File: src/tghl_pkg.sv
// Shared types and constants for the terrain grid height lookup.
package tghl_pkg;

  localparam int LAT_BITS       = 28;
  localparam int LON_BITS       = 29;
  localparam int CPD_BITS       = 13;
  localparam int ROW_BITS       = 8;
  localparam int COL_BITS       = 8;
  localparam int POST_BITS      = 16;
  localparam int HEIGHT_BITS    = 24;
  localparam int FRAC_BITS      = 20;
  localparam int WEIGHT_BITS    = 16;
  localparam int N_BANKS        = 4;
  localparam int BANK_SEL_BITS  = 2;
  localparam int BANK_ADDR_BITS = (ROW_BITS - 1) + (COL_BITS - 1);
  localparam int BANK_DEPTH     = 1 << BANK_ADDR_BITS;
  localparam int CFG_INDEX_BITS = 2;
  localparam int CFG_DATA_BITS  = 29;
  localparam int RESULT_DEPTH    = 16;
  localparam int RESULT_PTR_BITS = 4;

  localparam logic [ROW_BITS-1:0] LAST_ROW = '1;
  localparam logic [COL_BITS-1:0] LAST_COL = '1;

  localparam logic [CFG_INDEX_BITS-1:0] REG_NORTH_EDGE       = 2'd0;
  localparam logic [CFG_INDEX_BITS-1:0] REG_WEST_EDGE        = 2'd1;
  localparam logic [CFG_INDEX_BITS-1:0] REG_CELLS_PER_DEGREE = 2'd2;

  typedef enum logic [1:0] {
    CMD_WRITE    = 2'd0,
    CMD_NEAREST  = 2'd1,
    CMD_BILINEAR = 2'd2
  } cmd_e;

  typedef struct packed {
    logic                 en;
    logic [ROW_BITS-1:0]  row;
    logic [COL_BITS-1:0]  col;
    logic [POST_BITS-1:0] height;
  } post_wr_t;

  typedef struct packed {
    logic                   valid;
    logic                   ok;
    logic [WEIGHT_BITS-1:0] frac_row;
    logic [WEIGHT_BITS-1:0] frac_col;
    logic                   clamp_row;
    logic                   clamp_col;
    logic                   row_odd;
    logic                   col_odd;
  } lookup_t;

endpackage

File: src/tghl_scale.sv
// Query scaling to cell positions, coverage check and bank address generation.
module tghl_scale
  import tghl_pkg::*;
(
  input  logic                      clk_i,
  input  logic                      rst_ni,
  input  logic                      in_valid_i,
  input  cmd_e                      cmd_i,
  input  logic signed [LAT_BITS-1:0] lat_i,
  input  logic signed [LON_BITS-1:0] lon_i,
  input  logic [ROW_BITS-1:0]       wr_row_i,
  input  logic [COL_BITS-1:0]       wr_col_i,
  input  logic [POST_BITS-1:0]      wr_height_i,
  input  logic signed [LAT_BITS-1:0] north_edge_i,
  input  logic signed [LON_BITS-1:0] west_edge_i,
  input  logic [CPD_BITS-1:0]       cpd_i,
  output post_wr_t                  wr_o,
  output logic                      rd_en_o,
  output logic [BANK_ADDR_BITS-1:0] rd_addr_o [N_BANKS],
  output lookup_t                   look_o
);

  localparam int PR_BITS = LAT_BITS + CPD_BITS;
  localparam int PC_BITS = LON_BITS + CPD_BITS;
  localparam logic [PR_BITS-1:0] ROW_LIMIT = PR_BITS'({LAST_ROW, {FRAC_BITS{1'b0}}});
  localparam logic [PC_BITS-1:0] COL_LIMIT = PC_BITS'({LAST_COL, {FRAC_BITS{1'b0}}});

  logic                       v1_q, v2_q;
  cmd_e                       cmd1_q, cmd2_q;
  logic signed [LAT_BITS:0]   dr1_q;
  logic signed [LON_BITS:0]   dc1_q;
  logic signed [LAT_BITS:0]   dr1_d;
  logic signed [LON_BITS:0]   dc1_d;
  logic                       ok2_q;
  logic [PR_BITS-1:0]         pr2_q;
  logic [PC_BITS-1:0]         pc2_q;
  logic [ROW_BITS-1:0]        row1_q, row2_q;
  logic [COL_BITS-1:0]        col1_q, col2_q;
  logic [POST_BITS-1:0]       hgt1_q, hgt2_q;

  logic                       covered;
  logic                       is_near;
  logic [ROW_BITS-1:0]        row;
  logic [COL_BITS-1:0]        col;
  logic [ROW_BITS:0]          row_inc;
  logic [COL_BITS:0]          col_inc;
  logic [ROW_BITS-2:0]        row_half [2];
  logic [COL_BITS-2:0]        col_half [2];
  lookup_t                    look_d, look_q;

  assign dr1_d = north_edge_i - lat_i;
  assign dc1_d = lon_i - west_edge_i;

  always_ff @(posedge clk_i or negedge rst_ni) begin
    if (!rst_ni) begin
      v1_q   <= 1'b0;
      v2_q   <= 1'b0;
      look_q <= '0;
    end else begin
      v1_q   <= in_valid_i;
      v2_q   <= v1_q;
      look_q <= look_d;
    end
  end

  always_ff @(posedge clk_i) begin
    cmd1_q <= cmd_i;
    dr1_q  <= dr1_d;
    dc1_q  <= dc1_d;
    row1_q <= wr_row_i;
    col1_q <= wr_col_i;
    hgt1_q <= wr_height_i;
    cmd2_q <= cmd1_q;
    ok2_q  <= !dr1_q[LAT_BITS] && !dc1_q[LON_BITS];
    pr2_q  <= dr1_q[LAT_BITS-1:0] * cpd_i;
    pc2_q  <= dc1_q[LON_BITS-1:0] * cpd_i;
    row2_q <= row1_q;
    col2_q <= col1_q;
    hgt2_q <= hgt1_q;
  end

  always_comb begin
    covered = ok2_q && (pr2_q <= ROW_LIMIT) && (pc2_q <= COL_LIMIT);
    is_near = (cmd2_q == CMD_NEAREST);
    row     = pr2_q[FRAC_BITS +: ROW_BITS];
    col     = pc2_q[FRAC_BITS +: COL_BITS];
    row_inc = {1'b0, row} + (ROW_BITS + 1)'(1);
    col_inc = {1'b0, col} + (COL_BITS + 1)'(1);

    row_half[0] = row[0] ? row_inc[ROW_BITS-1:1] : row[ROW_BITS-1:1];
    row_half[1] = row[0] ? row[ROW_BITS-1:1] : row_inc[ROW_BITS-1:1];
    col_half[0] = col[0] ? col_inc[COL_BITS-1:1] : col[COL_BITS-1:1];
    col_half[1] = col[0] ? col[COL_BITS-1:1] : col_inc[COL_BITS-1:1];

    for (int p = 0; p < 2; p++) begin
      for (int q = 0; q < 2; q++) begin
        rd_addr_o[2*p+q] = {row_half[p], col_half[q]};
      end
    end

    look_d.valid     = v2_q && (cmd2_q == CMD_NEAREST || cmd2_q == CMD_BILINEAR);
    look_d.ok        = covered;
    look_d.frac_row  = is_near ? '0 : pr2_q[FRAC_BITS-1 -: WEIGHT_BITS];
    look_d.frac_col  = is_near ? '0 : pc2_q[FRAC_BITS-1 -: WEIGHT_BITS];
    look_d.clamp_row = is_near || (row == LAST_ROW);
    look_d.clamp_col = is_near || (col == LAST_COL);
    look_d.row_odd   = row[0];
    look_d.col_odd   = col[0];

    wr_o.en     = v2_q && (cmd2_q == CMD_WRITE);
    wr_o.row    = row2_q;
    wr_o.col    = col2_q;
    wr_o.height = hgt2_q;
  end

  assign rd_en_o = look_d.valid;
  assign look_o  = look_q;

endmodule

File: config.mk
export PLATFORM = sky130hd
export DESIGN_NAME = tghl_scale
export DESIGN_NICKNAME = d
export VERILOG_FILES = /design/src/tghl_pkg.sv /design/src/tghl_scale.sv
export SDC_FILE = /design/constraint.sdc
export NUM_CORES = 2
export LEC_CHECK = 0
export BUFFER_PORTS_ARGS = -buffer_cell sky130_fd_sc_hd__buf_2
export CELL_PAD_IN_SITES_DETAIL_PLACEMENT = 1
export CELL_PAD_IN_SITES_GLOBAL_PLACEMENT = 1
export CORE_MARGIN = 3
export CORE_UTILIZATION = 30
export CTS_CLUSTER_SIZE = 12
export DETAILED_ROUTE_END_ITERATION = 6
export PLACE_DENSITY = 0.66
export SETUP_SLACK_MARGIN = 0.2
export SLEW_MARGIN = 10
export SYNTH_ARGS = -nofsm -noshare
export SYNTH_HDL_FRONTEND = slang
export SYNTH_SLANG_ARGS = --single-unit
File: constraint.sdc
create_clock -name clk_i -period 8.4 [get_ports clk_i]
set_input_delay 2.52 -clock clk_i [delete_from_list [all_inputs] [get_ports clk_i]]
set_output_delay 2.52 -clock clk_i [all_outputs]
set_load 0.01 [all_outputs]
==> metrics.txt <==
outcome=finished, final reports clean; core area=108,000 um^2; All-Layer GR Usage=16.8%; Synthesized Nets=4,665; 1st-iter DRT viols=968; filler cell count=12,700; Synth Area in XOR/XNOR=3.62%; # H-tree levels=2; via count=24,800; Fin. Hold Viols=0; sequential fraction of the synthesis area=15.9%; Yosys cell types=74; cell with the largest stage delay on the worst path=fa_1; area leader, netlist=fa_1; Sum Neg Setup Slack=0 ns; Worst Path Arrival=8.26 ns; Worst Tran Pin Value=0.929 ns; CP max stage delay=0.56 ns; CTS buffer count=38; Avg Cell Area, Syn=8.94 um^2; post-route minimum period=7.78 ns; simple-gate share of the synthesized area=16.3%; Syn Inst Count=3,680; Total Wirelength=92,900 um; YS warnings=0; gpl congestion=0.832; synthesized cell area=32,900 um^2; P&R area growth vs syn=13.5%; I/O pins=292; post-CTS setup buffer count=0; fmax=129 MHz; layout cells sized above 1=11.6%; CP Cell Sequence=buf_2, buf_4, nand2_1, fa_1, inv_1, fa_1, fa_1, fa_1, inv_1, fa_1, inv_1, ha_1, nand4_1, nor3_1, nand4_1, a21oi_1, nor2_1, buf_4, a21oi_1, or4b_1, nand4_1; share of the synthesized area in the top cell type=35.6%; post-synthesis compound-gate area fraction=7.90%; Multi-input gate area=23,800 um^2; largest family of logic cells by synthesized area=adder cells; reg2reg path depth=18; Min-Delay Startpoint=row1_q[4]; Area contributors post-synth=fa_1, dfxtp_1, inv_1; setup repair after global routing missed its margin=false; initial antenna violation count=8; Starting Density=30.5%; worst hold path endpoint=row2_q[4]; routed len/inst=17.4 um; number of synthesized flops with an enable pin=0; number of nets still failing antenna checks after routing=0; Worst R2R Setup Slack=2.27 ns; reg-to-reg endpoint=pr2_q[39]; Residual DRC=0; worst-path fanout max=29; number of clock sinks=251; Final Cycle Share=92.6%; ys flop type=dfxtp_1; Hold Crit Class=flop to flop; Port Buffer Count=291; largest net degree at the start of global routing=45; first-pass GRT wire length=151,000 um; crit path launch type=input pin; via/cell ratio=4.66; DRT Pass-1 Iters=5; CP required=8.88 ns; clock latency on the worst-skew pair=0.60 ns; Worst-path clk slew=0.06 ns; Die Span X=337 um; post-synthesis adder-cell area fraction=44.6%; Commonest cells post-synth=inv_1, fa_1, nand2_1; FF-to-FF Start=dr1_q[11]; Rows=120; register area=5230 um^2; Fin Clk Skew=0.0336 ns; setup violators final=0; post-CTS sizing=0; number of global-route vias before repair=28,000; MaxCap Viol Count=0; clk root buf=clkbuf_16; post-synthesis mux area share=0%; DP HPWL=77,300 um; hold depth=0; Final Max Slew Viols=0; Async S/R FF share, synth=15.9%; total grt overflow=0; Hold Buf Count CTS=0; top-count cell post-synth=inv_1; nets@finish=4,877; Die H=337 um; Setup Crit Path Kind=input pin to flop; CP bufs+invs=6; #FFs+latches synth=251; CTS tree=done; Longest Clk Path Bufs=3; full die area=114,000 um^2; CP most frequent cell=fa_1; Max-slew headroom=37.5%; critical path's top delay family=adder cells; Worst setup EP type=flop
## worst reg2reg max path, stage by stage (launching register included)
cell and delay [ns]:
dfxtp_1 0.75, nand2_1 0.18, fa_1 0.56, inv_1 0.06, fa_1 0.55, fa_1 0.43, fa_1 0.49, inv_1 0.05
fa_1 0.52, inv_1 0.04, ha_1 0.35, a21oi_1 0.20, o21ai_0 0.18, a221oi_2 0.41, a31oi_1 0.25, o41a_1 0.44
a2111oi_2 0.31, nor2_1 0.08, xor2_1 0.14
## stage by stage
step	hold WS (ns)	worst slack, ns	utilization, %	cells	cell area, um^2
after detailed placement	0.313	0.0282	33.3	5255	36000
after floorplan	0.310	0.566	-	3680	32900
after global placement	0.310	0.140	33.3	5255	36000
after CTS	0.316	0.662	34.6	5323	37300
after global routing	0.319	0.326	34.6	5324	37300
final	0.317	0.622	34.6	5327	37300
## metal layers
metal / GRT usage (%) / vias up / part of all wire [%]
met4: 3.75 / 2 / 2.0
met2: 28.5 / 523 / 47
met3: 3.24 / 101 / 6.0
met5: 0 / - / 0.012
met1: 22.2 / 12700 / 45
li1: - / 11500 / -
## layout make-up
type,instances,area share (%)
Antenna cell,4,0.0268
Clock buffer,48,2.87
Clock inverter,20,0.801
Inverter,799,8.03
Multi-Input combinational cell,2438,63.8
Sequential cell,251,14.0
Tap cell,1403,4.70
Timing Repair Buffer,364,5.74
## worst max-delay path by stage
stage	start	to	slack [ns]	cells past startpoint
after floorplan	cpd_i[6]	pr2_q[39]	0.57	20
after global placement	cpd_i[1]	pc2_q[33]	0.14	21
final	cpd_i[1]	pc2_q[40]	0.62	21
after detailed placement	cpd_i[1]	pc2_q[41]	0.03	20
after global routing	cpd_i[1]	pc2_q[33]	0.33	21
after CTS	cpd_i[1]	pc2_q[33]	0.66	21
## sequential cells by signal (all words and copies together), names as in the netlist
name,flops
pr2_q,41
cmd1_q,2
row1_q,8
look_o,38
hgt2_q,16
v2_q,1
col1_q,8
hgt1_q,16
cmd2_q,2
row2_q,8
dr1_q,29
dc1_q,30
col2_q,8
v1_q,1
pc2_q,42
ok2_q,1
## cell families after synthesis
logic type	count (synthesis)
simple gates	1085
compound gates	396
flops	251
fa+ha+maj	821
buf+inv	991
xor+xnor	136
## placed cells by master, fill, tap and decap left out, types with 5 or more instances in the layout
master,Yosys,layout
buf_4,29,62
dfxtp_1,211,211
a21oi_2,5,5
o21ai_0,57,57
or2_2,6,6
a21o_1,63,63
nor2b_1,49,49
fa_1,585,585
a31oi_1,21,21
nand3_1,22,22
o21a_1,16,16
xor2_1,45,45
a21oi_1,123,123
xnor2_1,91,91
buf_2,1,291
clkbuf_16,0,40
nor2_1,65,65
a211oi_1,11,11
and2_1,325,325
clkinvlp_4,0,5
bufinv_16,0,6
buf_12,0,11
ha_1,236,236
nor4_1,22,22
o21bai_1,12,12
o21ai_1,18,18
nor3_1,16,16
or3_1,9,9
and4_1,5,5
nand2_1,498,498
and3_1,21,21
nand4_1,25,25
nand2b_1,7,7
o31ai_1,6,6
dfrtp_1,40,40
o211ai_1,10,10
inv_1,799,799
Power is not shown: default switching activity piles up to over one toggle a cycle in this logic, so the estimate is an artifact.
