===== src/tghl_pkg.sv =====
// Shared types and constants for the terrain grid height lookup.
package tghl_pkg;

  localparam int LAT_BITS       = 28;
  localparam int LON_BITS       = 29;
  localparam int CPD_BITS       = 13;
  localparam int ROW_BITS       = 8;
  localparam int COL_BITS       = 8;
  localparam int POST_BITS      = 16;
  localparam int HEIGHT_BITS    = 24;
  localparam int FRAC_BITS      = 20;
  localparam int WEIGHT_BITS    = 16;
  localparam int N_BANKS        = 4;
  localparam int BANK_SEL_BITS  = 2;
  localparam int BANK_ADDR_BITS = (ROW_BITS - 1) + (COL_BITS - 1);
  localparam int BANK_DEPTH     = 1 << BANK_ADDR_BITS;
  localparam int CFG_INDEX_BITS = 2;
  localparam int CFG_DATA_BITS  = 29;
  localparam int RESULT_DEPTH    = 16;
  localparam int RESULT_PTR_BITS = 4;

  localparam logic [ROW_BITS-1:0] LAST_ROW = '1;
  localparam logic [COL_BITS-1:0] LAST_COL = '1;

  localparam logic [CFG_INDEX_BITS-1:0] REG_NORTH_EDGE       = 2'd0;
  localparam logic [CFG_INDEX_BITS-1:0] REG_WEST_EDGE        = 2'd1;
  localparam logic [CFG_INDEX_BITS-1:0] REG_CELLS_PER_DEGREE = 2'd2;

  typedef enum logic [1:0] {
    CMD_WRITE    = 2'd0,
    CMD_NEAREST  = 2'd1,
    CMD_BILINEAR = 2'd2
  } cmd_e;

  typedef struct packed {
    logic                 en;
    logic [ROW_BITS-1:0]  row;
    logic [COL_BITS-1:0]  col;
    logic [POST_BITS-1:0] height;
  } post_wr_t;

  typedef struct packed {
    logic                   valid;
    logic                   ok;
    logic [WEIGHT_BITS-1:0] frac_row;
    logic [WEIGHT_BITS-1:0] frac_col;
    logic                   clamp_row;
    logic                   clamp_col;
    logic                   row_odd;
    logic                   col_odd;
  } lookup_t;

endpackage


===== src/tghl_lerp.sv =====
// Bilinear blend pipeline: neighbor select, column lerps, row lerp, Q8 reduction.
module tghl_lerp
  import tghl_pkg::*;
(
  input  logic                          clk_i,
  input  logic                          rst_ni,
  input  lookup_t                       look_i,
  input  logic [POST_BITS-1:0]          post_i [N_BANKS],
  output logic                          res_valid_o,
  output logic signed [HEIGHT_BITS-1:0] res_height_o,
  output logic                          res_in_range_o
);

  localparam int STAGES   = 6;
  localparam int DIFF_BITS = POST_BITS + 1;
  localparam int PT_BITS  = DIFF_BITS + WEIGHT_BITS;
  localparam int TOP_BITS = PT_BITS + 1;
  localparam int VD_BITS  = TOP_BITS + 1;
  localparam int SUM_BITS = VD_BITS + WEIGHT_BITS + 1;
  localparam int RES_LSB  = 2 * WEIGHT_BITS - 8;

  logic [STAGES-1:0]             vld_q, ok_q;
  logic signed [POST_BITS-1:0]   pa, pb, pc, pd;
  logic [BANK_SEL_BITS-1:0]      idx_a, idx_b, idx_c, idx_d;
  logic signed [POST_BITS-1:0]   a4_q, c4_q, a5_q, c5_q;
  logic signed [DIFF_BITS-1:0]   dt4_q, db4_q;
  logic [WEIGHT_BITS-1:0]        fc4_q;
  logic [WEIGHT_BITS-1:0]        fr4_q, fr5_q, fr6_q, fr7_q;
  logic signed [PT_BITS-1:0]     pt5_q, pb5_q;
  logic signed [TOP_BITS-1:0]    a_ext, c_ext;
  logic signed [TOP_BITS-1:0]    top6_q, bot6_q, top7_q, top8_q;
  logic signed [VD_BITS-1:0]     vd7_q;
  logic signed [SUM_BITS-1:0]    prod8_q;
  logic signed [SUM_BITS-1:0]    top_ext, sum;
  logic signed [HEIGHT_BITS-1:0] height_q;

  always_comb begin
    idx_a = { look_i.row_odd,  look_i.col_odd};
    idx_b = { look_i.row_odd, ~look_i.col_odd};
    idx_c = {~look_i.row_odd,  look_i.col_odd};
    idx_d = {~look_i.row_odd, ~look_i.col_odd};
    pa = post_i[idx_a];
    pb = look_i.clamp_col ? pa : post_i[idx_b];
    pc = look_i.clamp_row ? pa : post_i[idx_c];
    pd = look_i.clamp_row ? pb : (look_i.clamp_col ? pc : post_i[idx_d]);

    a_ext   = {{(TOP_BITS-POST_BITS-WEIGHT_BITS){a5_q[POST_BITS-1]}}, a5_q, {WEIGHT_BITS{1'b0}}};
    c_ext   = {{(TOP_BITS-POST_BITS-WEIGHT_BITS){c5_q[POST_BITS-1]}}, c5_q, {WEIGHT_BITS{1'b0}}};
    top_ext = {{(SUM_BITS-TOP_BITS-WEIGHT_BITS){top8_q[TOP_BITS-1]}}, top8_q,
               {WEIGHT_BITS{1'b0}}};
    sum     = top_ext + prod8_q;
  end

  always_ff @(posedge clk_i or negedge rst_ni) begin
    if (!rst_ni) begin
      vld_q <= '0;
      ok_q  <= '0;
    end else begin
      vld_q <= {vld_q[STAGES-2:0], look_i.valid};
      ok_q  <= {ok_q[STAGES-2:0], look_i.ok};
    end
  end

  always_ff @(posedge clk_i) begin
    a4_q   <= pa;
    c4_q   <= pc;
    dt4_q  <= pb - pa;
    db4_q  <= pd - pc;
    fc4_q  <= look_i.frac_col;
    fr4_q  <= look_i.frac_row;

    pt5_q  <= dt4_q * $signed({1'b0, fc4_q});
    pb5_q  <= db4_q * $signed({1'b0, fc4_q});
    a5_q   <= a4_q;
    c5_q   <= c4_q;
    fr5_q  <= fr4_q;

    top6_q <= a_ext + pt5_q;
    bot6_q <= c_ext + pb5_q;
    fr6_q  <= fr5_q;

    vd7_q  <= bot6_q - top6_q;
    top7_q <= top6_q;
    fr7_q  <= fr6_q;

    prod8_q <= vd7_q * $signed({1'b0, fr7_q});
    top8_q  <= top7_q;

    height_q <= ok_q[STAGES-2] ? sum[RES_LSB +: HEIGHT_BITS] : '0;
  end

  assign res_valid_o    = vld_q[STAGES-1];
  assign res_in_range_o = ok_q[STAGES-1];
  assign res_height_o   = height_q;

endmodule


===== config.mk =====
export PLATFORM = sky130hd
export DESIGN_NAME = tghl_lerp
export DESIGN_NICKNAME = d
export VERILOG_FILES = /design/src/tghl_pkg.sv /design/src/tghl_lerp.sv
export SDC_FILE = /design/constraint.sdc
export NUM_CORES = 2
export LEC_CHECK = 0
export BUFFER_PORTS_ARGS = -buffer_cell sky130_fd_sc_hd__buf_2
export CAP_MARGIN = 20
export CORE_ASPECT_RATIO = 1.4
export CORE_MARGIN = 1
export CORE_UTILIZATION = 30
export CTS_CLUSTER_DIAMETER = 120
export DETAILED_ROUTE_END_ITERATION = 10
export HOLD_SLACK_MARGIN = 0.05
export MAX_ROUTING_LAYER = met4
export SETUP_SLACK_MARGIN = 0.1
export SKIP_CTS_REPAIR_TIMING = 1
export SYNTH_ARGS = -nofsm -noshare
export SYNTH_HDL_FRONTEND = slang
export SYNTH_SLANG_ARGS = --single-unit

===== constraint.sdc =====
create_clock -name clk_i -period 6.4 [get_ports clk_i]
set_clock_uncertainty 0.15 [all_clocks]
set_input_delay 0.64 -clock clk_i [delete_from_list [all_inputs] [get_ports clk_i]]
set_output_delay 0.64 -clock clk_i [all_outputs]
set_load 0.02 [all_outputs]

==> impl_metrics.env <==
export IMPL_antenna_found_initial=10
export IMPL_violations="setup timing"
export IMPL_synth_simple_gate_area_frac=0.1344
export IMPL_worstMarginPinSlew_ns=0.8964
export IMPL_area_delta_synth_final_pct=19.00
export IMPL_muxShareOfSynthArea=0.02920
export IMPL_drive_above_1_share=0.1521
export IMPL_fp_dieArea_mm2=0.1883
export IMPL_first_iter_violations=1675
export IMPL_first_pass_iters=5
export IMPL_rows=187
export IMPL_final_cell_mix="inv_1 (1297), fa_1 (1025), nand2_1 (701), and2_1 (470), dfxtp_1 (419)"
export IMPL_clock_path_buffers=3
export IMPL_gr_total_overflow=0
export IMPL_first_global_vias=43900
export IMPL_place_inst=8560
export IMPL_vias_per_cell=4.559
export IMPL_dp_hpwl_um=123200
export IMPL_finalWorstPathRequiredPeriod_ns=6.710
export IMPL_seqCellArea_mm2=0.009734
export IMPL_reg2reg_slack_ns=-0.31
export IMPL_synth_xor_area_frac=0.03177
export IMPL_synth_distinct_cells=71
export IMPL_place_ws_ns=-0.8188
export IMPL_crit_type="register to register"
export IMPL_port_buffers=129
export IMPL_synth_warnings=0
export IMPL_critical_path_required_ns=6.82
export IMPL_ant_nets=0
export IMPL_cp_max_fo=8
export IMPL_cts_max_level=2
export IMPL_grt_max_degree=47
export IMPL_rsz0062_at_grt="true"
export IMPL_clk_pin_slew_worst_paths_ns=0.07
export IMPL_cpMostUsedCell="fa_1"
export IMPL_syn_area_mm2=0.05596
export IMPL_period_share=1.048
export IMPL_wl_um=147600
export IMPL_synth_edf_count=0
export IMPL_grt_total_usage=0.1617
export IMPL_syn_inst=5820
export IMPL_routedWlPerCell_um=16.83
export IMPL_synth_nets=7387
export IMPL_critPathMaxStageDelay_ns=0.56
export IMPL_vias=39970
export IMPL_final_common_cell="inv_1"
export IMPL_io_pins=130
export IMPL_grt_pass1_wl_um=233600
export IMPL_cts_tree="built"
export IMPL_outcome="finished with violations"
export IMPL_yosysSeqAreaShare=0.1724
export IMPL_maxSlewViolCount=0
export IMPL_multiInputGateArea_mm2=0.04136
export IMPL_slowest_stage="fa_1"
export IMPL_ys_ff_latch=479
export IMPL_avgSynthCellArea_um2=9.615
export IMPL_end_kind="register"
export IMPL_path_buf_inv=3
export IMPL_finalNonFillerCells=8768
export IMPL_ys_flop_type="dfxtp_1"
export IMPL_synth_adder_area_share=0.4684
export IMPL_cts_root_buf="clkbuf_16"
export IMPL_gp_congestion=0.8966
export IMPL_holdCritPathClass="register to register"
export IMPL_dpl_cell_area_mm2=0.06228
export IMPL_synth_top_family_by_area="adder cells"
export IMPL_fillers=18720
export IMPL_synth_compound_area_share=0.06055
export IMPL_final_nets=7823
export IMPL_worst_slack_ns=-0.3100
export IMPL_cts_buffers=59
export IMPL_fin_area_mm2=0.06659
export IMPL_fp_dieW_um=367.0
export IMPL_async_flop_share=0.02505
export IMPL_start_util=0.3020
export IMPL_maxCapViolations=0
export IMPL_die_height_um=513.0
export IMPL_crit_chain="buf_12 -> and2_1 -> fa_1 -> inv_1 -> fa_1 -> fa_1 -> inv_2 -> fa_1 -> fa_1 -> fa_1 -> ha_4 -> a211o_1 -> a221oi_4 -> or3_1 -> o31a_1 -> a31oi_4 -> a211o_1 -> a31o_2 -> a221oi_2 -> xnor2_1"
export IMPL_max_freq_ghz=0.1490
export IMPL_hold_violations=0
export IMPL_core_mm2=0.1853
export IMPL_finalSetupViolCount=12
export IMPL_max_slew_margin=0.3961
export IMPL_drc_errors=0
export IMPL_cts_sinks=479
export IMPL_clk_latency_ns=0.72
export IMPL_critPathLaunchType="register"
export IMPL_crit_arrival_ns=7.13
export IMPL_crit_family="adder cells"
[routing by layer]
layer / track usage / up-vias / wire length, um
li1: - / 18470 / -
met1: 0.1754 / 20310 / 55850
met2: 0.2980 / 876 / 78240
met3: 0.01634 / 320 / 5571
met4: 0.06764 / 0 / 7895
met5: - / - / 0
[flip-flops by register name, summed over array words and instances (netlist names), 17 cells and up]
| register | cells |
|---|---|
| vd7_q | 35 |
| bot6_q | 34 |
| top6_q | 34 |
| pb5_q | 33 |
| pt5_q | 33 |
| prod8_q | 32 |
| top7_q | 32 |
| top8_q | 32 |
| res_height_o | 24 |
| db4_q | 17 |
| dt4_q | 17 |
[cell type report]
class,instances,area share
Antenna cell,5,0.0001879
Clock buffer,71,0.02360
Clock inverter,40,0.009790
Inverter,1328,0.07486
Multi-Input combinational cell,3802,0.6212
Sequential cell,479,0.1462
Tap cell,2457,0.04617
Timing Repair Buffer,586,0.07803
[per-stage QoR]
step	TNS, ns	util	hold WS, ns
floorplan	0	-	0.1596
global placement	-6.258	0.3361	0.1609
detailed placement	-8.598	0.3361	0.1621
CTS	-10.30	0.3481	-0.4045
global route	-5.152	0.3593	0.1215
finish	-2.074	0.3593	0.1331
[cells by family (layout without fill, tap and decap cells)]
family / after synthesis / count (layout)
and+or+nand+nor: 1543 / 1543
xor gates and xnor gates: 203 / 203
buffers and inverters: 1539 / 2025
DFF: 479 / 479
other: 0 / 5
AOI/OAI and AO/OA: 510 / 510
adders and majority gates: 1463 / 1463
muxes: 83 / 83
[cells in the mapped netlist, types with 5 or more instances]
cell type | instances | area (um2)
a2111oi_0 | 8 | 70.07
a211o_1 | 10 | 87.58
a211oi_1 | 24 | 180.2
a21boi_0 | 10 | 75.07
a21o_1 | 73 | 548.0
a21oi_1 | 142 | 710.7
a221oi_1 | 5 | 43.79
a31o_2 | 9 | 78.83
a31oi_1 | 18 | 112.6
and2_1 | 488 | 3053
and3_1 | 21 | 131.4
buf_1 | 7 | 26.28
clkbuf_1 | 202 | 758.2
dfrtp_1 | 12 | 300.3
dfxtp_1 | 467 | 9349
fa_1 | 1053 | 21080
ha_1 | 410 | 5130
inv_1 | 1328 | 4985
mux2i_1 | 17 | 170.2
mux4_2 | 64 | 1441
nand2_1 | 707 | 2654
nand2b_1 | 24 | 150.1
nand3_1 | 46 | 230.2
nand4_1 | 13 | 81.33
nor2_1 | 104 | 390.4
nor2b_1 | 31 | 193.9
nor3_1 | 64 | 320.3
nor3b_1 | 5 | 37.54
nor4_1 | 5 | 31.28
o211ai_1 | 11 | 82.58
o21a_1 | 35 | 262.8
o21ai_0 | 97 | 485.5
o21bai_1 | 15 | 112.6
o221ai_1 | 5 | 43.79
o31a_1 | 6 | 52.55
o31ai_1 | 7 | 52.55
or3_1 | 18 | 112.6
xnor2_1 | 154 | 1349
xor2_1 | 49 | 429.2
[path summary, 6_finish.rpt]
| check | depth (start not counted) | startpoint | to |
|---|---|---|---|
| max | 20 | fr7_q[5] | prod8_q[47] |
| min | 0 | pt5_q[6] | top6_q[6] |
| max reg2reg | 20 | fr7_q[5] | prod8_q[47] |
| min reg2reg | 0 | pt5_q[6] | top6_q[6] |
| max in group asynchronous | 2 | rst_ni | vld_q[2] |
| min in group asynchronous | 2 | rst_ni | ok_q[3] |
Power is not shown: default switching activity piles up to over one toggle a cycle in this logic, so the estimate is an artifact.
