<file path="src/tghl_pkg.sv">
// Shared types and constants for the terrain grid height lookup.
package tghl_pkg;

  localparam int LAT_BITS       = 28;
  localparam int LON_BITS       = 29;
  localparam int CPD_BITS       = 13;
  localparam int ROW_BITS       = 8;
  localparam int COL_BITS       = 8;
  localparam int POST_BITS      = 16;
  localparam int HEIGHT_BITS    = 24;
  localparam int FRAC_BITS      = 20;
  localparam int WEIGHT_BITS    = 16;
  localparam int N_BANKS        = 4;
  localparam int BANK_SEL_BITS  = 2;
  localparam int BANK_ADDR_BITS = (ROW_BITS - 1) + (COL_BITS - 1);
  localparam int BANK_DEPTH     = 1 << BANK_ADDR_BITS;
  localparam int CFG_INDEX_BITS = 2;
  localparam int CFG_DATA_BITS  = 29;
  localparam int RESULT_DEPTH    = 16;
  localparam int RESULT_PTR_BITS = 4;

  localparam logic [ROW_BITS-1:0] LAST_ROW = '1;
  localparam logic [COL_BITS-1:0] LAST_COL = '1;

  localparam logic [CFG_INDEX_BITS-1:0] REG_NORTH_EDGE       = 2'd0;
  localparam logic [CFG_INDEX_BITS-1:0] REG_WEST_EDGE        = 2'd1;
  localparam logic [CFG_INDEX_BITS-1:0] REG_CELLS_PER_DEGREE = 2'd2;

  typedef enum logic [1:0] {
    CMD_WRITE    = 2'd0,
    CMD_NEAREST  = 2'd1,
    CMD_BILINEAR = 2'd2
  } cmd_e;

  typedef struct packed {
    logic                 en;
    logic [ROW_BITS-1:0]  row;
    logic [COL_BITS-1:0]  col;
    logic [POST_BITS-1:0] height;
  } post_wr_t;

  typedef struct packed {
    logic                   valid;
    logic                   ok;
    logic [WEIGHT_BITS-1:0] frac_row;
    logic [WEIGHT_BITS-1:0] frac_col;
    logic                   clamp_row;
    logic                   clamp_col;
    logic                   row_odd;
    logic                   col_odd;
  } lookup_t;

endpackage

</file>
<file path="src/tghl_result_fifo.sv">
// Result queue between the lookup pipeline and the output stream.
module tghl_result_fifo
  import tghl_pkg::*;
(
  input  logic                   clk_i,
  input  logic                   rst_ni,
  input  logic                   push_i,
  input  logic [HEIGHT_BITS:0]   push_data_i,
  input  logic                   pop_i,
  output logic                   valid_o,
  output logic [HEIGHT_BITS:0]   data_o
);

  logic [HEIGHT_BITS:0]       entry_q [RESULT_DEPTH];
  logic [RESULT_PTR_BITS-1:0] wr_ptr_q, rd_ptr_q;
  logic [RESULT_PTR_BITS:0]   count_q, count_d;
  logic                       pop;

  assign valid_o = (count_q != '0);
  assign pop     = pop_i && valid_o;
  assign data_o  = entry_q[rd_ptr_q];
  assign count_d = count_q + (RESULT_PTR_BITS + 1)'(push_i) - (RESULT_PTR_BITS + 1)'(pop);

  always_ff @(posedge clk_i or negedge rst_ni) begin
    if (!rst_ni) begin
      wr_ptr_q <= '0;
      rd_ptr_q <= '0;
      count_q  <= '0;
    end else begin
      if (push_i) begin
        wr_ptr_q <= wr_ptr_q + RESULT_PTR_BITS'(1);
      end
      if (pop) begin
        rd_ptr_q <= rd_ptr_q + RESULT_PTR_BITS'(1);
      end
      count_q <= count_d;
    end
  end

  always_ff @(posedge clk_i) begin
    if (push_i) begin
      entry_q[wr_ptr_q] <= push_data_i;
    end
  end

  a_no_overflow: assert property (@(posedge clk_i) disable iff (!rst_ni)
    push_i |-> count_q != (RESULT_PTR_BITS + 1)'(RESULT_DEPTH))
    else $error("result pushed into a full queue");

endmodule
</file>
<file path="config.mk">
export PLATFORM = sky130hd
export DESIGN_NAME = tghl_result_fifo
export DESIGN_NICKNAME = d
export VERILOG_FILES = /design/src/tghl_pkg.sv /design/src/tghl_result_fifo.sv
export SDC_FILE = /design/constraint.sdc
export NUM_CORES = 1
export LEC_CHECK = 0
export BUFFER_PORTS_ARGS = -buffer_cell sky130_fd_sc_hd__buf_4
export CAP_MARGIN = 15
export CELL_PAD_IN_SITES_DETAIL_PLACEMENT = 1
export CELL_PAD_IN_SITES_GLOBAL_PLACEMENT = 1
export CORE_AREA = 2 2 167 169
export DETAILED_ROUTE_END_ITERATION = 8
export DIE_AREA = 0 0 169 171
export PLACE_DENSITY = 0.9
export SLEW_MARGIN = 20
export SYNTH_ARGS = -nofsm -noshare
export SYNTH_HDL_FRONTEND = slang
export SYNTH_SLANG_ARGS = --single-unit
</file>
<file path="constraint.sdc">
create_clock -name clk_i -period 8.8 [get_ports clk_i]
set_input_delay 0.44 -clock clk_i [delete_from_list [all_inputs] [get_ports clk_i]]
set_output_delay 0.44 -clock clk_i [all_outputs]
set_load 0.02 [all_outputs]
</file>
==> out/results.tsv, run 1 <==
metric	value	unit
wl_per_cell	32.77	um
vias_per_cell	6.613	
slew_headroom	33.84	%
clkPwrFrac	28.1	%
ys_seq_elements	413	
synthesis.area	15740	sq um
syn_inst	695	
hold_class	input pin to flop	
swShare	31.58	%
grt.busiest_layer	met2	
leakage	5.883	nW
grt_overflow	0	
powerDensity	340.2	nW/um^2
layout.cells.non_filler	1156	
dpl.hpwl	19.93	mm
cp.required	8.36	ns
worst_slew_pin_slew	0.9903	ns
final_design_area_no_fill	17980	sq um
gr-usage-met3	5.505	%
cts_sinks	413	
r2r-end	count_q[4]	
synth-main-ff-cell	edfxtp_1	
slew_viol_final	0	
register_area	12340	sq um
rsz0062_at_grt	no	
multi_input_area	3241	sq um
n_antenna_cell	0	
layout-drive-gt1-share	31.60	%
cp_slowest_cell	dfrtp_4	
endpoint	data_o[17]	
vias	7645	
port_buffers	54	
fin_crit	3.815	ns
reg2reg_slack	5.84	ns
cpLargestDelayFamily	buffers and inverters	
final_nets	819	
grt_pass1_vias	8440	
die_x	169	um
hold_viol	0	
grt_max_degree	78	
dr.pass1.iters	5	
fmax	0.2621	GHz
irDropWorstVdd	0.0002074	V
yosysUniqueCellTypes	29	
syn_nets	736	
track_usage	27.19	%
mostFrequentLayoutCell	edfxtp_1	
cts_hold_buf	1	
outcome	finished, final reports clean	
htree_levels	2	
syn_to_final_growth	14.21	%
switching_power	1.932	mW
crit_path_start	rd_ptr_q[0]	
design.die.area	28900	sq um
drv_cap	0	
nFillCells	2159	
synth_top_area_share	76.32	%
gp_congestion	0.7658	
cts_root_buf	clkbuf_16	
post-route-period-util	43.36	%
async_flop_share	3.148	%
critical_path_buf_inv_count	2	
p_int	4.184	mW
start_util	57.60	%
worst_ep_arrival_time	3.38	ns
synth_area_leaders	edfxtp_1, mux4_2, a22oi_1	
seq_power_share	41.6	%
cts_setup_buffers	0	
drt-total-wl	37.88	mm
place_inst	1078	
rows	61	
synth-edff-count	400	
antenna_left	0	
fin_setup_tns	0	ns
crit_path_cell_trace	buf_4 -> mux4_2 -> a22oi_1 -> nand2_1 -> buf_4	
place_area	16620	sq um
cts_tree	yes	
cts_max_path_buffers	3	
reg2reg_depth	12	
syn_area_per_cell	22.65	sq um
path_class	flop to primary output	
ys_warn_count	0	
worstSetupEndpointType	primary output	
r2r-start	count_q[2]	
cp_max_fo	44	
combPwrFrac	30.3	%
cp-start-kind	flop	
drc	0	
clkTransAtPathRegs	0.06	ns
setup_viol	0	
clk_latency	0.54	ns
io_pins	55	
drtIter0Drc	964	
critical-path-max-stage-delay	0.79	ns
use_met1	33.43	%
grt_pass1_wl	55.08	mm
die_h	171	um
cp_num_cells	5	
ys_seq_area_share	78.38	%
cts-resized-gates	0	
final_cell_mix	edfxtp_1, mux4_2, buf_4	
grt_use_met2	47.06	%
antenna_found_initial	0	
critical_path.most_common_cell	buf_4	
cts-buffers-inserted	42	
coreArea	27320	sq um
yosys.area.top_type	edfxtp_1	
clock_skew	0.01370	ns
[kinds of logic (layout without fill, tap and decap cells)]
| logic type | Yosys count | after routing | synth area share (%) |
|---|---|---|---|
| AO/OA/AOI/OAI | 55 | 55 | 2.576 |
| XOR/XNOR | 10 | 10 | 0.5565 |
| adder cells (fa/ha/maj) | 12 | 12 | 1.002 |
| buffers and inverters | 45 | 160 | 1.495 |
| flip-flops | 413 | 413 | 78.38 |
| multiplexers | 101 | 101 | 14.38 |
| AND/OR/NAND/NOR | 59 | 59 | 1.606 |
[metal layers]
layer | wire [um] | vias up
li1 | - | 3083
met1 | 13740 | 4045
met2 | 19980 | 432
met3 | 2976 | 85
met4 | 1183 | 0
met5 | 0 | -
[how the worst min path moves through the flow]
stage,start,endpoint,slack (ns),cells after the start
after global routing,push_i,wr_ptr_q[0],0.18,2
after detailed placement,rst_ni,wr_ptr_q[1],0.30,1
after floorplan,rst_ni,count_q[0],0.14,0
after global placement,rst_ni,count_q[0],0.29,1
final,push_i,wr_ptr_q[0],0.16,2
after CTS,push_i,wr_ptr_q[0],0.14,2
[sequential cells by signal, summed over array words and instances (netlist names)]
name / count
entry_q: 400
count_q: 5
rd_ptr_q: 4
wr_ptr_q: 4
[synth_stat cells (4+ instances only)]
library cell    n
buf_2           5
dfrtp_1        13
buf_6           7
ha_1           11
inv_1           9
nand2_1        32
xnor2_1         6
clkbuf_1       21
nor3_1          4
nor2_1         13
xor2_1          4
mux4_2        100
edfxtp_1      400
a22oi_1        50
[power by group through the flow]
| stage | clock (mW) | sequential [mW] | combinational [mW] |
|---|---|---|---|
| floorplan | 0 | 2.47 | 1.29 |
| global placement | 0 | 2.59 | 1.68 |
| detailed placement | 0 | 2.58 | 1.83 |
| CTS | 1.73 | 2.54 | 1.86 |
| global route | 1.80 | 2.56 | 1.96 |
| finish | 1.72 | 2.54 | 1.85 |
[through the flow]
step	power [mW]	utilization (%)	hold slack [ns]	setup WS, ns
finish	6.116	65.79	0.1578	4.985
global route	6.326	65.79	0.1785	4.733
CTS	6.141	65.69	0.1431	4.920
detailed placement	4.412	60.83	0.2956	5.456
global placement	4.265	60.72	0.2897	5.103
floorplan	3.751	-	0.1444	5.778
[area by class of cell]
class / count / area share [%]
sequential: 413 / 68.67
clock inverter: 22 / 0.8840
timing repair buffer: 75 / 3.369
multi-input combinational: 237 / 18.03
clock buffer: 54 / 6.452
inverter: 9 / 0.1879
tap: 346 / 2.408
Power figures use the tool's default switching activity.
==> inputs of run 2 (changes only) <==
--- a/config.mk
+++ b/config.mk
@@ -9,10 +9,10 @@
 export CAP_MARGIN = 15
 export CELL_PAD_IN_SITES_DETAIL_PLACEMENT = 1
 export CELL_PAD_IN_SITES_GLOBAL_PLACEMENT = 1
-export CORE_AREA = 2 2 167 169
+export CORE_AREA = 2 2 183 185
 export DETAILED_ROUTE_END_ITERATION = 8
-export DIE_AREA = 0 0 169 171
-export PLACE_DENSITY = 0.9
+export DIE_AREA = 0 0 185 187
+export PLACE_DENSITY = 0.81
 export SLEW_MARGIN = 20
 export SYNTH_ARGS = -nofsm -noshare
 export SYNTH_HDL_FRONTEND = slang
==> constraint.sdc (replaced) <==
create_clock -name clk_i -period 3.4 [get_ports clk_i]
set_input_delay 0.17 -clock clk_i [delete_from_list [all_inputs] [get_ports clk_i]]
set_output_delay 0.17 -clock clk_i [all_outputs]
set_load 0.02 [all_outputs]
==> run 2 against run 1 <==
Against the previous run: clock power grew to 2.7 times the previous value; combinational power grew to 2.6 times the previous value; critical path depth stayed put; clock-buffer cell count is 2 lower; non-clock buffer count is 37 higher; hold slack worse by 0.14 ns; register-to-register slack worse by 5.3 ns; cell area is 3.5% higher; sequential share of layout area is 2.3 points lower; sequential power grew to 2.6 times the previous value; largest cell class unchanged; highest routed layer unchanged.
==> out/results.tsv, run 2 (synthesis gave the netlist of run 1 again) <==
metric	value	unit
drc	0	
htree_levels	2	
leakage	6.079	nW
crit_path_cell_trace	buf_12 -> mux4_2 -> a22oi_1 -> nand2_1 -> buf_4	
final_core_util	56.61	%
cts-resized-gates	0	
fin_setup_tns	0	ns
r2r-start	count_q[3]	
nFillCells	2795	
crit_path_start	rd_ptr_q[0]	
cp-start-kind	flop	
cts_hold_buf	28	
die_h	187	um
reg2reg_depth	12	
worst_ep_arrival_time	2.87	ns
finalWorstSetupSlack	0.3635	ns
mostFrequentLayoutCell	edfxtp_1	
final_nets	856	
p_total	16.12	mW
syn_to_final_growth	18.19	%
slew_headroom	44.68	%
critical_path_buf_inv_count	2	
fin_crit	3.037	ns
drtIter0Drc	628	
die_x	185	um
slew_viol_final	0	
vias	7453	
clock_skew	0.01357	ns
setup_viol	0	
cts_tree	yes	
worstSetupEndpointType	primary output	
coreArea	32860	sq um
antenna_found_initial	0	
design.die.area	34600	sq um
rows	67	
io_pins	55	
drv_cap	0	
dpl.hpwl	20.33	mm
hold_viol	0	
fmax	0.3293	GHz
endpoint	data_o[17]	
place_area	16920	sq um
wl_per_cell	27.44	um
critical-path-max-stage-delay	0.88	ns
rsz0062_at_grt	no	
clk_latency	0.53	ns
r2r-end	count_q[4]	
cp_max_fo	34	
irDropWorstVdd	0.0005286	V
n_antenna_cell	0	
cts_root_buf	clkbuf_16	
cp.required	3.23	ns
multi_input_area	3284	sq um
hold_class	input pin to async pin	
grt_pass1_vias	8324	
start_util	47.89	%
dr.pass1.iters	5	
clkTransAtPathRegs	0.06	ns
worst_slew_pin_slew	0.8298	ns
vias_per_cell	5.769	
post-route-period-util	89.31	%
cts_max_path_buffers	3	
outcome	finished, final reports clean	
final_design_area_no_fill	18600	sq um
cpLargestDelayFamily	flip-flops	
gp_congestion	0.7108	
cp_num_cells	5	
largestRegisters	entry_q (400), count_q (5)	
drt-total-wl	35.46	mm
path_class	flop to primary output	
final_cell_mix	edfxtp_1, mux4_2, buf_4	
grt_pass1_wl	53.80	mm
grt_overflow	0	
register_area	12340	sq um
powerDensity	866.4	nW/um^2
cts-buffers-inserted	42	
reg2reg_slack	0.58	ns
cts_sinks	413	
pre_cts_slack	0.5997	ns
cp_slowest_cell	dfrtp_4	
layout-drive-gt1-share	31.16	%
largest_register	entry_q	
cts_setup_buffers	0	
grt_max_degree	39	
port_buffers	54	
largest_register_ffs	400	
antenna_left	0	
track_usage	21.41	%
[run 2: cell types whose count changed in the layout (fill, tap and decap cells not counted), sizes merged]
cell,change
buf,+10
bufinv,+4
clkbuf,-2
clkinv,-5
dlygate4sd3,+27
[run 2: where the power goes]
part           switching (mW)  total (mW)  internal (mW)  leakage [nW]
clock network            1.83        4.68           2.85         0.678
registers               0.427        6.59           6.17          3.76
logic                    2.63        4.84           2.21          1.64
[run 2: through the flow]
step           instances  hold slack, ns
2_1_floorplan        695         -0.1256
3_3_place_gp        1191         0.02520
3_5_place_dp        1191         0.02980
4_1_cts             1292        0.006655
5_1_grt             1292         0.02808
6_report            1292         0.01733
[run 2: area by class of cell]
class                   count  share of cell area (%)
multi-input cells         237                   17.66
inverters                   9                  0.1816
flip-flops and latches    413                   66.36
clock buffers              52                   6.195
well taps                 448                   3.013
clock inverters            21                   1.359
repair buffers            112                   5.233
[run 2: metal layers]
metal  routed length, um  GRT usage [%]  vias to the layer above
li1                    -              -                     3158
met1               14010          28.21                     3964
met2               18690          36.49                      238
met3                1528          3.096                       93
met4                1228          7.845                        0
met5                   0              0                        -
[run 2: how the worst min path moves through the flow]
stage | cells past startpoint | slack, ns | start | to
finish | 2 | 0.02 | rst_ni | count_q[2]
CTS | 2 | 0.007 | rst_ni | count_q[1]
detailed placement | 1 | 0.03 | rst_ni | count_q[2]
global route | 2 | 0.03 | rst_ni | count_q[1]
global placement | 1 | 0.03 | rst_ni | count_q[3]
floorplan | 0 | -0.13 | rst_ni | count_q[0]
==> inputs of run 3 (changes only) <==
--- a/config.mk
+++ b/config.mk
@@ -7,11 +7,9 @@
 export LEC_CHECK = 0
 export BUFFER_PORTS_ARGS = -buffer_cell sky130_fd_sc_hd__buf_4
 export CAP_MARGIN = 15
-export CELL_PAD_IN_SITES_DETAIL_PLACEMENT = 1
-export CELL_PAD_IN_SITES_GLOBAL_PLACEMENT = 1
-export CORE_AREA = 2 2 183 185
+export CORE_AREA = 2 2 173 175
 export DETAILED_ROUTE_END_ITERATION = 8
-export DIE_AREA = 0 0 185 187
+export DIE_AREA = 0 0 175 177
 export PLACE_DENSITY = 0.81
 export SLEW_MARGIN = 20
 export SYNTH_ARGS = -nofsm -noshare
==> run 3 against run 2 <==
Against the previous run: non-clock buffer count is 3 lower; combinational power shrank 4%; hold slack improved by 0.0096 ns; sequential share of layout area up 1.3 points; first-iteration DRC count grew 20%; via count down 0.54%; clock power fell by 15%; fmax increased by 0.60%; largest power group unchanged; highest routed layer unchanged.
==> out/results.tsv, run 3 (synthesis gave the netlist of run 1 again) <==
metric	value	unit
outcome	finished, final reports clean	
cp_num_cells	5	
cts_sinks	413	
die_x	175	um
coreArea	29240	sq um
n_antenna_cell	0	
fin_setup_tns	0	ns
fmax	0.3313	GHz
slew_viol_final	0	
met3_length	2.106	mm
design.die.area	30980	sq um
fin_crit	3.018	ns
cts_root_buf	clkbuf_16	
grt_pass1_wl	47.72	mm
grt_overflow	0	
largest_register	entry_q	
dr_wl_met2	16.92	mm
setup_viol	0	
register_area	12340	sq um
path_class	flop to primary output	
powerDensity	836.1	nW/um^2
dpl.hpwl	16.98	mm
leakage	5.944	nW
vias_per_cell	6.051	
rows	63	
clock_skew	0.005731	ns
cp-start-kind	flop	
drv_cap	0	
p_total	15.26	mW
cp.required	3.23	ns
clkTransAtPathRegs	0.06	ns
rsz0062_at_grt	no	
vias	7413	
critical_path_buf_inv_count	2	
irDropWorstVdd	0.0005825	V
wl_per_cell	26.06	um
worstSetupEndpointType	primary output	
crit_path_cell_trace	buf_4 -> mux4_2 -> a22oi_1 -> nand2_1 -> buf_4	
io_pins	55	
reg2reg_depth	12	
gp_congestion	0.7476	
final_cell_mix	edfxtp_1, mux4_2, buf_4	
final_nets	852	
cts_max_path_buffers	3	
multi_input_area	3284	sq um
antenna_left	0	
cpLargestDelayFamily	flip-flops	
largestRegisters	entry_q (400), count_q (5)	
grt_max_degree	53	
slew_headroom	48.70	%
hold_class	input pin to async pin	
clk_latency	0.51	ns
track_usage	21.22	%
drc	0	
cts-buffers-inserted	41	
largest_register_ffs	400	
post-route-period-util	88.78	%
die_h	177	um
cp_slowest_cell	dfrtp_4	
routedLengthMet1	11.98	mm
grt_pass1_vias	7797	
mostFrequentLayoutCell	edfxtp_1	
syn_to_final_growth	16.00	%
start_util	53.82	%
antenna_found_initial	0	
cts-resized-gates	0	
port_buffers	54	
drtIter0Drc	754	
hold_viol	0	
cts_tree	yes	
worst_slew_pin_slew	0.7695	ns
worst_ep_arrival_time	2.85	ns
dr.pass1.iters	5	
critical_path.most_common_cell	buf_4	
drt-total-wl	31.93	mm
critical-path-max-stage-delay	0.87	ns
htree_levels	2	
nFillCells	1883	
cp_max_fo	31	
top_layer_used	met4	
layout-drive-gt1-share	29.70	%
## run 3: changes by cell type in the layout (fill, tap and decap cells not counted)
cell        before  now
buf_4           79   76
bufinv_16        6    1
clkbuf_1         7   13
clkbuf_16       45   41
clkinv_2         3    2
clkinvlp_4       2    1
inv_6            1    0
## run 3: where the power goes
part	switching [mW]	internal (mW)	total (mW)
logic	2.49	2.18	4.67
clock network	1.70	2.28	3.98
registers	0.443	6.17	6.61
total	4.64	10.6	15.3
## run 3: what timing repair did
item / 4_1_cts / 5_1_grt
hold buffers: 28 / 0
buffers inserted: 0 / 0
endpoints found under the hold margin: 419 / 0
## run 3: path summary, 6_finish.rpt
kind | start | endpoint | slack [ns]
max reg2reg | count_q[3] | count_q[4] | 0.59
min | rst_ni | rd_ptr_q[3] | 0.03
max in group asynchronous | rst_ni | rd_ptr_q[0] | 3.19
min reg2reg | wr_ptr_q[0] | wr_ptr_q[0] | 0.56
min in group clk_i | push_i | wr_ptr_q[0] | 0.46
max | rd_ptr_q[0] | data_o[15] | 0.38
## run 3: per-stage QoR
step,worst slack (ns),instance area (sq um),hold WS [ns],utilization (%),std cells
floorplan,0.5006,15740,-0.1256,-,695
global placement,0.6991,16820,0.02224,57.52,1130
detailed placement,0.5896,16820,0.02500,57.52,1130
CTS,0.3280,18260,0.02383,62.43,1225
global route,0.2176,18260,0.03145,62.43,1225
finish,0.3815,18260,0.02694,62.43,1225
## run 3: cell type report
| type | instances | share of cell area [%] |
|---|---|---|
| flip-flops and latches | 413 | 67.61 |
| multi-input cells | 237 | 17.99 |
| clock buffers | 54 | 5.887 |
| repair buffers | 109 | 5.208 |
| well taps | 390 | 2.673 |
| clock inverters | 13 | 0.4454 |
| inverters | 9 | 0.1850 |
## run 3: layer usage
layer | global-route usage [%] | vias to the layer above
li1 | - | 3145
met1 | 27.31 | 3866
met2 | 37.63 | 331
met3 | 2.857 | 71
met4 | 7.326 | 0
met5 | 0 | -
## run 3: worst register-to-register path, cell delays in order, from the launching register on
cell      delay [ns]
dfrtp_1         0.39
inv_1           0.09
ha_1            0.13
or4b_1          0.50
nand2_1         0.17
inv_1           0.06
ha_1            0.28
inv_1           0.04
ha_1            0.20
fa_1            0.44
a21oi_1         0.17
o21bai_1        0.09
xnor2_1         0.13
